$ cat config.mk
export PLATFORM = sky130hd
export DESIGN_NAME = peer_retransmit_scheduler_flat
export DESIGN_NICKNAME = d
export VERILOG_FILES = /design/src/sv/prs_pkg.sv /design/src/sv/prs_req_if.sv /design/src/sv/prs_rsp_if.sv /design/src/sv/prs_ctrl.sv /design/src/sv/prs_datapath.sv /design/src/sv/peer_retransmit_scheduler.sv /design/src/flat_wrapper.sv
export SDC_FILE = /design/constraint.sdc
export NUM_CORES = 2
export LEC_CHECK = 0
export BUFFER_PORTS_ARGS = -buffer_cell sky130_fd_sc_hd__buf_2
export CAP_MARGIN = 20
export CORE_MARGIN = 4
export CORE_UTILIZATION = 40
export CTS_BUF_LIST = sky130_fd_sc_hd__clkbuf_2
export CTS_CLUSTER_DIAMETER = 150
export CTS_CLUSTER_SIZE = 25
export DETAILED_ROUTE_END_ITERATION = 6
export GPL_TIMING_DRIVEN = 0
export PLACE_DENSITY = 0.66
export SLEW_MARGIN = 10
export SYNTH_ARGS = -nofsm -noshare
export SYNTH_HDL_FRONTEND = slang
export SYNTH_SLANG_ARGS = --single-unit
$ cat constraint.sdc
create_clock -name i_clk -period 10.8 [get_ports i_clk]
set_input_delay 2.16 -clock i_clk [delete_from_list [all_inputs] [get_ports i_clk]]
set_output_delay 2.16 -clock i_clk [all_outputs]
set_load 0.005 [all_outputs]
$ cat src/sv/prs_pkg.sv
// shared codes, field widths and control/status types for the peer retransmit scheduler
package prs_pkg;

    // input commands
    localparam logic [1:0] CMD_LOAD    = 2'd0;
    localparam logic [1:0] CMD_RESTART = 2'd1;
    localparam logic [1:0] CMD_TICK    = 2'd2;
    localparam logic [1:0] CMD_REPLY   = 2'd3;

    // result kinds
    localparam logic [1:0] KIND_SEND  = 2'd0;
    localparam logic [1:0] KIND_TICK  = 2'd1;
    localparam logic [1:0] KIND_REPLY = 2'd2;
    localparam logic [1:0] KIND_ACK   = 2'd3;

    // backoff modes
    localparam logic [1:0] MODE_LINEAR = 2'd0;
    localparam logic [1:0] MODE_EXP    = 2'd1;
    localparam logic [1:0] MODE_PROG   = 2'd2;

    // configuration register indexes
    localparam logic [1:0] CFG_BASE  = 2'd0;
    localparam logic [1:0] CFG_LIMIT = 2'd1;
    localparam logic [1:0] CFG_MODE  = 2'd2;

    localparam int CFG_IDX_W  = 2;
    localparam int CFG_DATA_W = 16;

    localparam logic [7:0] RETRY_MAX = 8'hFF;

    typedef struct packed {
        logic [1:0]  kind;
        logic [3:0]  peer_index;
        logic [31:0] send_addr;
        logic [4:0]  pending_count;
        logic [31:0] next_deadline;
        logic        all_done;
        logic        duplicate_reply;
        logic        table_full;
        logic        last;
    } t_rsp;

    // controller to datapath
    typedef struct packed {
        logic start;     // transaction accepted this cycle
        logic rd_en;     // read one table entry into the pipe
        logic sum_emit;  // load the summary into the output register
    } t_ctl;

    // datapath to controller
    typedef struct packed {
        logic adv;        // pipe moves this cycle
        logic pipe_empty;
        logic out_free;
    } t_stat;

endpackage

$ cat src/sv/prs_req_if.sv
// input channel: command, peer address and current time
interface prs_req_if;
    logic        valid;
    logic        ready;
    logic [1:0]  command;
    logic [31:0] peer_addr;
    logic [31:0] now;

    modport source (output valid, command, peer_addr, now, input ready);
    modport sink (input valid, command, peer_addr, now, output ready);
endinterface

$ cat src/sv/prs_rsp_if.sv
// result channel: send requests, summaries and acknowledges
interface prs_rsp_if;
    logic        valid;
    logic        ready;
    logic [1:0]  kind;
    logic [3:0]  peer_index;
    logic [31:0] send_addr;
    logic [4:0]  pending_count;
    logic [31:0] next_deadline;
    logic        all_done;
    logic        duplicate_reply;
    logic        table_full;
    logic        last;

    modport source (output valid, kind, peer_index, send_addr, pending_count, next_deadline,
                    all_done, duplicate_reply, table_full, last, input ready);
    modport sink (input valid, kind, peer_index, send_addr, pending_count, next_deadline,
                  all_done, duplicate_reply, table_full, last, output ready);
endinterface

$ cat src/sv/prs_ctrl.sv
// controller: accepts a transaction, walks the peer table, then triggers the summary
module prs_ctrl #(
    parameter int MAX_PEERS = 16,
    localparam int IW = (MAX_PEERS > 1) ? $clog2(MAX_PEERS) : 1,
    localparam int CW = $clog2(MAX_PEERS + 1)
) (
    input  logic            i_clk,
    input  logic            i_rst_n,
    input  logic            i_req_vld,
    output logic            o_req_rdy,
    input  prs_pkg::t_stat  i_stat,
    input  logic [CW-1:0]   i_loaded,
    output prs_pkg::t_ctl   o_ctl,
    output logic [IW-1:0]   o_rd_idx
);
    import prs_pkg::*;

    localparam logic [1:0] S_IDLE = 2'd0;
    localparam logic [1:0] S_WALK = 2'd1;
    localparam logic [1:0] S_SUM  = 2'd2;

    logic [1:0]    r_state;
    logic [1:0]    n_state;
    logic [CW-1:0] r_idx;
    logic [CW-1:0] n_idx;

    assign o_req_rdy = (r_state == S_IDLE);
    assign o_rd_idx  = r_idx[IW-1:0];

    always_comb begin
        n_state = r_state;
        n_idx   = r_idx;
        o_ctl   = '0;
        unique case (r_state)
            S_IDLE: begin
                if (i_req_vld) begin
                    o_ctl.start = 1'b1;
                    n_idx       = '0;
                    n_state     = S_WALK;
                end
            end
            S_WALK: begin
                if (i_stat.adv) begin
                    if (r_idx < i_loaded) begin
                        o_ctl.rd_en = 1'b1;
                        n_idx       = CW'(r_idx + 1'b1);
                    end else begin
                        n_state = S_SUM;
                    end
                end
            end
            S_SUM: begin
                // last entry must leave the pipe before the summary goes out
                if (i_stat.pipe_empty && i_stat.out_free) begin
                    o_ctl.sum_emit = 1'b1;
                    n_state        = S_IDLE;
                end
            end
            default: begin
                n_state = S_IDLE;
            end
        endcase
    end

    always_ff @(posedge i_clk) begin
        if (!i_rst_n) begin
            r_state <= S_IDLE;
            r_idx   <= '0;
        end else begin
            r_state <= n_state;
            r_idx   <= n_idx;
        end
    end

endmodule

$ cat src/sv/prs_datapath.sv
// datapath: peer table memory, two-stage entry evaluation, accumulators and output register
module prs_datapath #(
    parameter int MAX_PEERS = 16,
    localparam int IW = (MAX_PEERS > 1) ? $clog2(MAX_PEERS) : 1,
    localparam int CW = $clog2(MAX_PEERS + 1)
) (
    input  logic                              i_clk,
    input  logic                              i_rst_n,
    input  logic [1:0]                        i_command,
    input  logic [31:0]                       i_peer_addr,
    input  logic [31:0]                       i_now,
    input  logic                              i_cfg_we,
    input  logic [prs_pkg::CFG_IDX_W-1:0]     i_cfg_idx,
    input  logic [prs_pkg::CFG_DATA_W-1:0]    i_cfg_data,
    input  prs_pkg::t_ctl                     i_ctl,
    input  logic [IW-1:0]                     i_rd_idx,
    output prs_pkg::t_stat                    o_stat,
    output logic [CW-1:0]                     o_loaded,
    output logic                              o_rsp_vld,
    input  logic                              i_rsp_rdy,
    output prs_pkg::t_rsp                     o_rsp
);
    import prs_pkg::*;

    typedef struct packed {
        logic [31:0] addr;
        logic [31:0] last_sent;
        logic [7:0]  retries;
        logic        replied;
    } t_entry;

    localparam logic [CW-1:0] MAX_CNT = CW'(MAX_PEERS);

    function automatic logic [31:0] f_backoff(input logic [15:0] base,
                                              input logic [1:0]  mode,
                                              input logic [7:0]  ret);
        logic [7:0]  sh;
        logic [47:0] shifted;
        logic [24:0] prod;
        logic [31:0] res;
        sh      = (ret > 8'd1) ? ret - 8'd1 : 8'd0;
        shifted = {32'd0, base} << sh[4:0];
        prod    = 25'(base) * 25'({1'b0, ret} + 9'd1);
        case (mode)
            MODE_EXP: begin
                if (base == 16'd0)
                    res = 32'd0;
                else if (sh >= 8'd32 || (|shifted[47:32]))
                    res = '1;
                else
                    res = shifted[31:0];
            end
            MODE_PROG: res = {7'd0, prod};
            default:   res = {16'd0, base};
        endcase
        return res;
    endfunction

    // configuration
    logic [15:0] r_base;
    logic [7:0]  r_limit;
    logic [1:0]  r_mode;

    // transaction context
    logic [1:0]    r_cmd;
    logic [31:0]   r_addr;
    logic [31:0]   r_now;
    logic          r_full;
    logic [CW-1:0] r_slot;
    logic [CW-1:0] r_loaded;

    // accumulators
    logic [CW-1:0] r_cnt;
    logic [31:0]   r_best;
    logic          r_dup;

    // table and pipe
    t_entry        r_mem [MAX_PEERS];
    t_entry        r_q;
    logic          r_q_vld;
    logic [IW-1:0] r_q_idx;

    t_entry        r_a_ent;
    logic          r_a_vld;
    logic [IW-1:0] r_a_idx;
    logic [31:0]   r_a_tmo_old;
    logic [31:0]   r_a_tmo_new;
    logic [7:0]    r_a_newret;
    logic          r_a_active;
    logic          r_a_match;

    t_rsp r_out;
    logic r_out_vld;

    // stage a
    logic [7:0]  w_newret;
    logic [31:0] w_tmo_old;
    logic [31:0] w_tmo_new;

    // stage b
    logic [32:0] w_due_sum;
    logic        w_due;
    logic [32:0] w_dl_sum;
    logic [31:0] w_dl;
    logic        w_send;
    logic        w_inc;
    logic        w_dup_hit;
    logic        w_wr;
    t_entry      w_wr_ent;

    logic          w_adv;
    logic          w_out_free;
    logic          w_emit_send;
    logic          w_load_new;
    logic          w_we;
    logic [IW-1:0] w_wa;
    t_entry        w_wd;
    t_rsp          w_sum;
    t_rsp          w_snd;

    assign w_newret  = (r_q.retries == RETRY_MAX) ? r_q.retries : r_q.retries + 8'd1;
    assign w_tmo_old = f_backoff(r_base, r_mode, r_q.retries);
    assign w_tmo_new = f_backoff(r_base, r_mode, w_newret);

    // due when last_sent + timeout <= now, no wrap
    assign w_due_sum = {1'b0, r_a_ent.last_sent} + {1'b0, r_a_tmo_old};
    assign w_due     = (w_due_sum <= {1'b0, r_now});
    assign w_dl_sum  = {1'b0, r_now} + {1'b0, r_a_tmo_new};
    assign w_dl      = w_dl_sum[32] ? '1 : w_dl_sum[31:0];

    always_comb begin
        w_send    = 1'b0;
        w_inc     = 1'b0;
        w_dup_hit = 1'b0;
        w_wr      = 1'b0;
        w_wr_ent  = r_a_ent;
        case (r_cmd)
            CMD_TICK: begin
                w_inc  = r_a_active;
                w_send = r_a_active && w_due;
                w_wr   = w_send;
                w_wr_ent.last_sent = r_now;
                w_wr_ent.retries   = r_a_newret;
                w_wr_ent.replied   = 1'b0;
            end
            CMD_RESTART: begin
                w_inc = 1'b1;
                w_wr  = 1'b1;
                w_wr_ent.last_sent = '0;
                w_wr_ent.retries   = '0;
                w_wr_ent.replied   = 1'b0;
            end
            CMD_REPLY: begin
                w_inc     = !r_a_match && !r_a_ent.replied;
                w_dup_hit = r_a_match && r_a_ent.replied;
                w_wr      = r_a_match && !r_a_ent.replied;
                w_wr_ent.replied = 1'b1;
            end
            default: begin
                w_inc = r_a_active;
            end
        endcase
    end

    assign w_out_free  = !r_out_vld || i_rsp_rdy;
    // a send waiting on a full output register stalls the whole walk
    assign w_adv       = !(r_a_vld && w_send && !w_out_free);
    assign w_emit_send = r_a_vld && w_send && w_adv;

    assign o_stat.adv        = w_adv;
    assign o_stat.pipe_empty = !r_q_vld && !r_a_vld;
    assign o_stat.out_free   = w_out_free;
    assign o_loaded          = r_loaded;

    assign w_load_new = i_ctl.start && (i_command == CMD_LOAD) && (r_loaded < MAX_CNT);

    always_comb begin
        if (w_load_new) begin
            w_we = 1'b1;
            w_wa = r_loaded[IW-1:0];
            w_wd = '{addr: i_peer_addr, last_sent: 32'd0, retries: 8'd0, replied: 1'b0};
        end else begin
            w_we = r_a_vld && w_adv && w_wr;
            w_wa = r_a_idx;
            w_wd = w_wr_ent;
        end
    end

    always_ff @(posedge i_clk) begin
        if (w_we)
            r_mem[w_wa] <= w_wd;
        if (i_ctl.rd_en)
            r_q <= r_mem[i_rd_idx];
    end

    always_comb begin
        w_snd            = '0;
        w_snd.kind       = KIND_SEND;
        w_snd.peer_index = 4'(r_a_idx);
        w_snd.send_addr  = r_a_ent.addr;
    end

    always_comb begin
        w_sum               = '0;
        w_sum.last          = 1'b1;
        w_sum.pending_count = 5'(r_cnt);
        w_sum.all_done      = (r_cnt == '0);
        case (r_cmd)
            CMD_LOAD: begin
                w_sum.kind       = KIND_ACK;
                w_sum.peer_index = r_full ? 4'd0 : 4'(r_slot);
                w_sum.table_full = r_full;
            end
            CMD_RESTART: begin
                w_sum.kind = KIND_ACK;
            end
            CMD_TICK: begin
                w_sum.kind          = KIND_TICK;
                w_sum.next_deadline = r_best;
            end
            default: begin
                w_sum.kind            = KIND_REPLY;
                w_sum.duplicate_reply = r_dup;
            end
        endcase
    end

    // pipe payload
    always_ff @(posedge i_clk) begin
        if (w_adv) begin
            r_q_idx     <= i_rd_idx;
            r_a_ent     <= r_q;
            r_a_idx     <= r_q_idx;
            r_a_tmo_old <= w_tmo_old;
            r_a_tmo_new <= w_tmo_new;
            r_a_newret  <= w_newret;
            r_a_active  <= !r_q.replied && (r_q.retries <= r_limit);
            r_a_match   <= (r_q.addr == r_addr);
        end
        if (i_ctl.start) begin
            r_cmd  <= i_command;
            r_addr <= i_peer_addr;
            r_now  <= i_now;
            r_slot <= r_loaded;
            r_full <= (i_command == CMD_LOAD) && (r_loaded == MAX_CNT);
        end
        if (w_emit_send)
            r_out <= w_snd;
        else if (i_ctl.sum_emit)
            r_out <= w_sum;
    end

    // control state
    always_ff @(posedge i_clk) begin
        if (!i_rst_n) begin
            r_base    <= 16'd60;
            r_limit   <= 8'd5;
            r_mode    <= MODE_LINEAR;
            r_loaded  <= '0;
            r_q_vld   <= 1'b0;
            r_a_vld   <= 1'b0;
            r_out_vld <= 1'b0;
            r_cnt     <= '0;
            r_best    <= '1;
            r_dup     <= 1'b0;
        end else begin
            if (i_cfg_we) begin
                case (i_cfg_idx)
                    CFG_BASE:  r_base  <= i_cfg_data;
                    CFG_LIMIT: r_limit <= i_cfg_data[7:0];
                    CFG_MODE:  r_mode  <= i_cfg_data[1:0];
                    default:   ;
                endcase
            end
            if (w_load_new)
                r_loaded <= CW'(r_loaded + 1'b1);
            if (w_adv) begin
                r_q_vld <= i_ctl.rd_en;
                r_a_vld <= r_q_vld;
            end
            if (i_ctl.start) begin
                r_cnt  <= '0;
                r_best <= '1;
                r_dup  <= 1'b0;
            end else if (r_a_vld && w_adv) begin
                if (w_inc)
                    r_cnt <= CW'(r_cnt + 1'b1);
                if (w_send && (w_dl < r_best))
                    r_best <= w_dl;
                if (w_dup_hit)
                    r_dup <= 1'b1;
            end
            if (w_emit_send || i_ctl.sum_emit)
                r_out_vld <= 1'b1;
            else if (i_rsp_rdy)
                r_out_vld <= 1'b0;
        end
    end

    assign o_rsp_vld = r_out_vld;
    assign o_rsp     = r_out;

endmodule

$ cat src/sv/peer_retransmit_scheduler.sv
// Peer retransmit scheduler: one transaction (load, restart, tick or reply) is handled at a
// time. After acceptance the peer table is read one entry per cycle, unless a send request
// is held off at the output, from a memory with one read and one write port. Each entry
// then passes through a two-stage evaluation: backoff timeouts first, then the due test,
// write-back and deadline minimum. The walk of a load includes the peer it adds. A tick
// emits one send request per resent peer and then a summary; every other command gives one
// result. The last result of each input has last set. Table contents need no clearing
// after reset: only loaded entries are ever read, and a load writes its entry in full.
// Configuration is written on i_cfg_we; the user must write it only while idle, as the
// block itself does not enforce this.
module peer_retransmit_scheduler #(
    parameter int MAX_PEERS = 16
) (
    input  logic                              i_clk,
    input  logic                              i_rst_n,
    prs_req_if.sink                           i_req,
    prs_rsp_if.source                         o_rsp,
    input  logic                              i_cfg_we,
    input  logic [prs_pkg::CFG_IDX_W-1:0]     i_cfg_idx,
    input  logic [prs_pkg::CFG_DATA_W-1:0]    i_cfg_data
);
    import prs_pkg::*;

    localparam int IW = (MAX_PEERS > 1) ? $clog2(MAX_PEERS) : 1;
    localparam int CW = $clog2(MAX_PEERS + 1);

    t_ctl          w_ctl;
    t_stat         w_stat;
    t_rsp          w_rsp;
    logic [CW-1:0] w_loaded;
    logic [IW-1:0] w_rd_idx;
    logic          w_req_rdy;
    logic          w_rsp_vld;

    prs_ctrl #(
        .MAX_PEERS (MAX_PEERS)
    ) u_ctrl (
        .i_clk     (i_clk),
        .i_rst_n   (i_rst_n),
        .i_req_vld (i_req.valid),
        .o_req_rdy (w_req_rdy),
        .i_stat    (w_stat),
        .i_loaded  (w_loaded),
        .o_ctl     (w_ctl),
        .o_rd_idx  (w_rd_idx)
    );

    prs_datapath #(
        .MAX_PEERS (MAX_PEERS)
    ) u_datapath (
        .i_clk       (i_clk),
        .i_rst_n     (i_rst_n),
        .i_command   (i_req.command),
        .i_peer_addr (i_req.peer_addr),
        .i_now       (i_req.now),
        .i_cfg_we    (i_cfg_we),
        .i_cfg_idx   (i_cfg_idx),
        .i_cfg_data  (i_cfg_data),
        .i_ctl       (w_ctl),
        .i_rd_idx    (w_rd_idx),
        .o_stat      (w_stat),
        .o_loaded    (w_loaded),
        .o_rsp_vld   (w_rsp_vld),
        .i_rsp_rdy   (o_rsp.ready),
        .o_rsp       (w_rsp)
    );

    assign i_req.ready = w_req_rdy;

    assign o_rsp.valid           = w_rsp_vld;
    assign o_rsp.kind            = w_rsp.kind;
    assign o_rsp.peer_index      = w_rsp.peer_index;
    assign o_rsp.send_addr       = w_rsp.send_addr;
    assign o_rsp.pending_count   = w_rsp.pending_count;
    assign o_rsp.next_deadline   = w_rsp.next_deadline;
    assign o_rsp.all_done        = w_rsp.all_done;
    assign o_rsp.duplicate_reply = w_rsp.duplicate_reply;
    assign o_rsp.table_full      = w_rsp.table_full;
    assign o_rsp.last            = w_rsp.last;

endmodule
$ cat src/flat_wrapper.sv
// flat-port wrapper written by rule: the top's interface ports become plain ports
module peer_retransmit_scheduler_flat import prs_pkg::*;
#(
    parameter int MAX_PEERS = 16
)
  (i_clk, i_rst_n, i_cfg_we, i_cfg_idx, i_cfg_data, i_req_valid, i_req_command, i_req_peer_addr, i_req_now, i_req_ready, o_rsp_valid, o_rsp_kind, o_rsp_peer_index, o_rsp_send_addr, o_rsp_pending_count, o_rsp_next_deadline, o_rsp_all_done, o_rsp_duplicate_reply, o_rsp_table_full, o_rsp_last, o_rsp_ready);
  prs_req_if i_req_i ();
  prs_rsp_if o_rsp_i ();
  input  logic i_clk;
  input  logic i_rst_n;
  input  logic i_cfg_we;
  input  logic [prs_pkg::CFG_IDX_W-1:0] i_cfg_idx;
  input  logic [prs_pkg::CFG_DATA_W-1:0] i_cfg_data;
  input wire logic [$bits(i_req_i.valid)-1:0] i_req_valid;
  input wire logic [$bits(i_req_i.command)-1:0] i_req_command;
  input wire logic [$bits(i_req_i.peer_addr)-1:0] i_req_peer_addr;
  input wire logic [$bits(i_req_i.now)-1:0] i_req_now;
  output wire logic [$bits(i_req_i.ready)-1:0] i_req_ready;
  output wire logic [$bits(o_rsp_i.valid)-1:0] o_rsp_valid;
  output wire logic [$bits(o_rsp_i.kind)-1:0] o_rsp_kind;
  output wire logic [$bits(o_rsp_i.peer_index)-1:0] o_rsp_peer_index;
  output wire logic [$bits(o_rsp_i.send_addr)-1:0] o_rsp_send_addr;
  output wire logic [$bits(o_rsp_i.pending_count)-1:0] o_rsp_pending_count;
  output wire logic [$bits(o_rsp_i.next_deadline)-1:0] o_rsp_next_deadline;
  output wire logic [$bits(o_rsp_i.all_done)-1:0] o_rsp_all_done;
  output wire logic [$bits(o_rsp_i.duplicate_reply)-1:0] o_rsp_duplicate_reply;
  output wire logic [$bits(o_rsp_i.table_full)-1:0] o_rsp_table_full;
  output wire logic [$bits(o_rsp_i.last)-1:0] o_rsp_last;
  input wire logic [$bits(o_rsp_i.ready)-1:0] o_rsp_ready;
  assign i_req_i.valid = i_req_valid;
  assign i_req_i.command = i_req_command;
  assign i_req_i.peer_addr = i_req_peer_addr;
  assign i_req_i.now = i_req_now;
  assign i_req_ready = i_req_i.ready;
  assign o_rsp_valid = o_rsp_i.valid;
  assign o_rsp_kind = o_rsp_i.kind;
  assign o_rsp_peer_index = o_rsp_i.peer_index;
  assign o_rsp_send_addr = o_rsp_i.send_addr;
  assign o_rsp_pending_count = o_rsp_i.pending_count;
  assign o_rsp_next_deadline = o_rsp_i.next_deadline;
  assign o_rsp_all_done = o_rsp_i.all_done;
  assign o_rsp_duplicate_reply = o_rsp_i.duplicate_reply;
  assign o_rsp_table_full = o_rsp_i.table_full;
  assign o_rsp_last = o_rsp_i.last;
  assign o_rsp_i.ready = o_rsp_ready;
  peer_retransmit_scheduler #(.MAX_PEERS(MAX_PEERS)) u_core (.i_clk(i_clk), .i_rst_n(i_rst_n), .i_req(i_req_i), .o_rsp(o_rsp_i), .i_cfg_we(i_cfg_we), .i_cfg_idx(i_cfg_idx), .i_cfg_data(i_cfg_data));
endmodule
==> impl_metrics.json <==
{
  "synthTopCellsByArea": "edfxtp_1 (58%), mux4_2 (11%), fa_1 (5.1%)",
  "setup_ws_ns": 0.222,
  "final_cell_mix": "edfxtp_1 (1503), nand2_1 (466), mux4_2 (368)",
  "place_ws_ns": 0.659,
  "num_vias": 48500,
  "power_density_nw_per_um2": 123,
  "nFillCells": 17200,
  "tns_ns": 0,
  "min-delay-start": "u_core.u_datapath.r_q[26]",
  "r2r-end": "u_core.u_datapath.r_a_tmo_new[23]",
  "crit_arrival_ns": 11.92,
  "coreArea_sq_um": 195000,
  "die_x_um": 450,
  "antenna_found_initial": 18,
  "hp-class": "register to register",
  "wl_per_cell_um": 28.5,
  "hold_viol_final": 0,
  "drive_gt1_frac": 0.153,
  "fin_worst_skew_ns": 0.164,
  "cts.clk_slew.worst_paths_ns": 0.47,
  "cpPeakStageDelay_ns": 0.70,
  "status": "finished clean",
  "crit_type": "register to register",
  "vias_per_cell": 5.86,
  "synth-edff-count": 1503,
  "dp_hpwl_mm": 172,
  "seq_area_frac_synth": 0.607,
  "rsz0062_at_grt": "no",
  "cts_hold_buf": 0,
  "synth_flop_cell": "edfxtp_1",
  "hold_depth": 0,
  "pin_count": 170,
  "post_cts_resized": 0,
  "synth_top_area_frac": 0.576,
  "fp.dieArea_sq_um": 203000,
  "ys_warn_count": 0,
  "gp_congestion": 0.954,
  "cp-end-kind": "register",
  "insertion_delay_ns": 1.62,
  "cts_buffers": 75,
  "setup_violations": 0,
  "io_buffers": 169,
  "max_freq_mhz": 94.5,
  "cts_root_buf": "clkbuf_2",
  "holdWs_ns": 0.436,
  "area_delta_synth_final_pct": 9.04,
  "cp_slowest_cell": "xnor2_1",
  "dr.pass1.iters": 6,
  "cap_violations": 0,
  "maxSlewViolCount": 0,
  "grt_remaining_overflow": 0,
  "drt-total-wl_mm": 236,
  "syn-num-nets": 5792,
  "synth_cells": 5255,
  "tightest_slew_ns": 1.19,
  "fin_crit_sh": 0.979,
  "min_period_ns": 10.58,
  "yosys_register_bits": 1625,
  "slew_headroom": 0.199,
  "grt_pass1_wl_mm": 337,
  "required_ns": 12.14,
  "start_kind": "register",
  "clk_path_buf_depth": 3,
  "grt_pass1_vias": 47600,
  "reg2reg_slack_ns": 0.22,
  "cts_tree": "yes",
  "yosysUniqueCellTypes": 97,
  "initial_utilization": 0.402,
  "drc": 0,
  "drt_iter0_drc": 5956,
  "final_common_cell": "edfxtp_1",
  "rr_worst_depth": 31,
  "htreeDepth": 3,
  "final_antenna_net_count": 0,
  "final_nets": 6158,
  "placementRows": 162,
  "grt_use_total": 0.228,
  "post-cts-setup-buffers": 0,
  "async_flop_share": 0,
  "die_h_um": 450,
  "cts_sinks": 1625,
  "peakVddDrop_mv": 0.121,
  "cp_max_fo": 11,
  "holdPathEnd": "u_core.u_datapath.r_a_ent[26]",
  "r2r-start": "u_core.u_datapath.r_q[1]",
  "synth_area_sq_um": 78300,
  "p_leak_nw": 30.0,
  "yosys.area.top_type": "edfxtp_1",
  "grt_max_degree": 55,
  "syn_area_per_cell_sq_um": 14.9
}
cells in the mapped netlist, types with 52 or more instances:
library cell / number
edfxtp_1: 1503
nand2_1: 466
inv_1: 368
mux4_2: 368
ha_1: 248
clkbuf_1: 208
nor2_1: 207
fa_1: 200
a21oi_1: 193
and2_1: 127
dfxtp_1: 122
nand3_1: 113
o21ai_0: 105
xor2_1: 67
xnor2_1: 65
a21o_1: 58
nor2b_1: 53
nor3_1: 53
mux2i_1: 52
state kept, by name, indices dropped and copies added, names as in the netlist, 5 cells and up:
name,cells
u_core.u_datapath.r_best,32
u_core.u_datapath.r_a_tmo_old,32
u_core.u_datapath.r_base,16
u_core.u_datapath.o_loaded,5
u_core.u_datapath.r_now,32
u_core.u_datapath.r_limit,8
u_core.u_datapath.o_rsp,79
u_core.u_datapath.r_mem,1168
u_core.u_datapath.r_addr,32
u_core.u_datapath.r_a_tmo_new,32
u_core.u_datapath.r_a_newret,8
u_core.u_ctrl.r_idx,5
u_core.u_datapath.r_a_ent,73
u_core.u_datapath.r_q,73
u_core.u_datapath.r_cnt,5
routing by layer:
layer | vias to the layer above | track usage | share of wire
met4 | 4 | 0.108 | 0.058
met2 | 2418 | 0.373 | 0.48
met3 | 488 | 0.0314 | 0.077
li1 | 20500 | - | -
met1 | 25000 | 0.302 | 0.39
met5 | - | 0 | 0.00010
metrics by stage:
stage,std cells,total power [W],cell area (sq um),util
finish,8274,0.0105,85400,0.438
floorplan,5255,0.00800,78300,-
detailed placement,8140,0.00858,84500,0.434
global placement,8048,0.00854,82400,0.423
global route,8272,0.0109,85400,0.438
CTS,8237,0.0105,85000,0.436
worst max-delay path by stage:
stage                                                   end                          from
final                     u_core.u_datapath.r_a_tmo_new[23]      u_core.u_datapath.r_q[1]
after global routing      u_core.u_datapath.r_a_tmo_new[24]      u_core.u_datapath.r_q[1]
after CTS                 u_core.u_datapath.r_a_tmo_new[23]      u_core.u_datapath.r_q[1]
after detailed placement  u_core.u_datapath.r_a_tmo_new[23]      u_core.u_datapath.r_q[1]
after global placement      u_core.u_datapath.r_mem[11][44]                   i_req_valid
after floorplan                  u_core.u_datapath.r_cnt[3]  u_core.u_datapath.r_a_ent[9]
critical path: cells and delay by family (launching register included):
| kind | cells | cell delay (ns) |
|---|---|---|
| DFF | 1 | 0.59 |
| adders and majority gates | 7 | 2.93 |
| AOI/OAI and AO/OA | 6 | 1.59 |
| and+or+nand+nor | 7 | 1.13 |
| buffers and inverters | 9 | 3.18 |
| xor gates and xnor gates | 2 | 0.91 |
cell families (layout without fill, tap and decap cells):
logic type,Yosys count,count (layout),share of synthesized area
DFF,1625,1625,0.607
and+or+nand+nor,1196,1196,0.0728
AOI/OAI and AO/OA,779,779,0.0687
buffers and inverters,647,1033,0.0318
adders and majority gates,448,448,0.0907
muxes,426,426,0.113
xor gates and xnor gates,134,134,0.0152
other,0,9,0
power breakdown:
| group | internal [W] | total (W) | switching [W] |
|---|---|---|---|
| Clock | 0.000273 | 0.00203 | 0.00176 |
| Sequential | 0.00702 | 0.00711 | 0.0000849 |
| Combinational | 0.000485 | 0.00140 | 0.000911 |
| Total | 0.00778 | 0.0105 | 0.00275 |
final cells by class:
type | count | area [sq um] | area share
inverters | 368 | 1380 | 0.0162
diodes | 9 | 22.5 | 0.000264
clock buffers | 91 | 455 | 0.00533
clock inverters | 6 | 101 | 0.00119
well taps | 2624 | 3280 | 0.0384
flip-flops and latches | 1625 | 47600 | 0.557
plain buffers | 279 | 1120 | 0.0131
multi-input cells | 2983 | 28400 | 0.333
repair buffers | 289 | 3040 | 0.0356
Power figures use the tool's default switching activity.
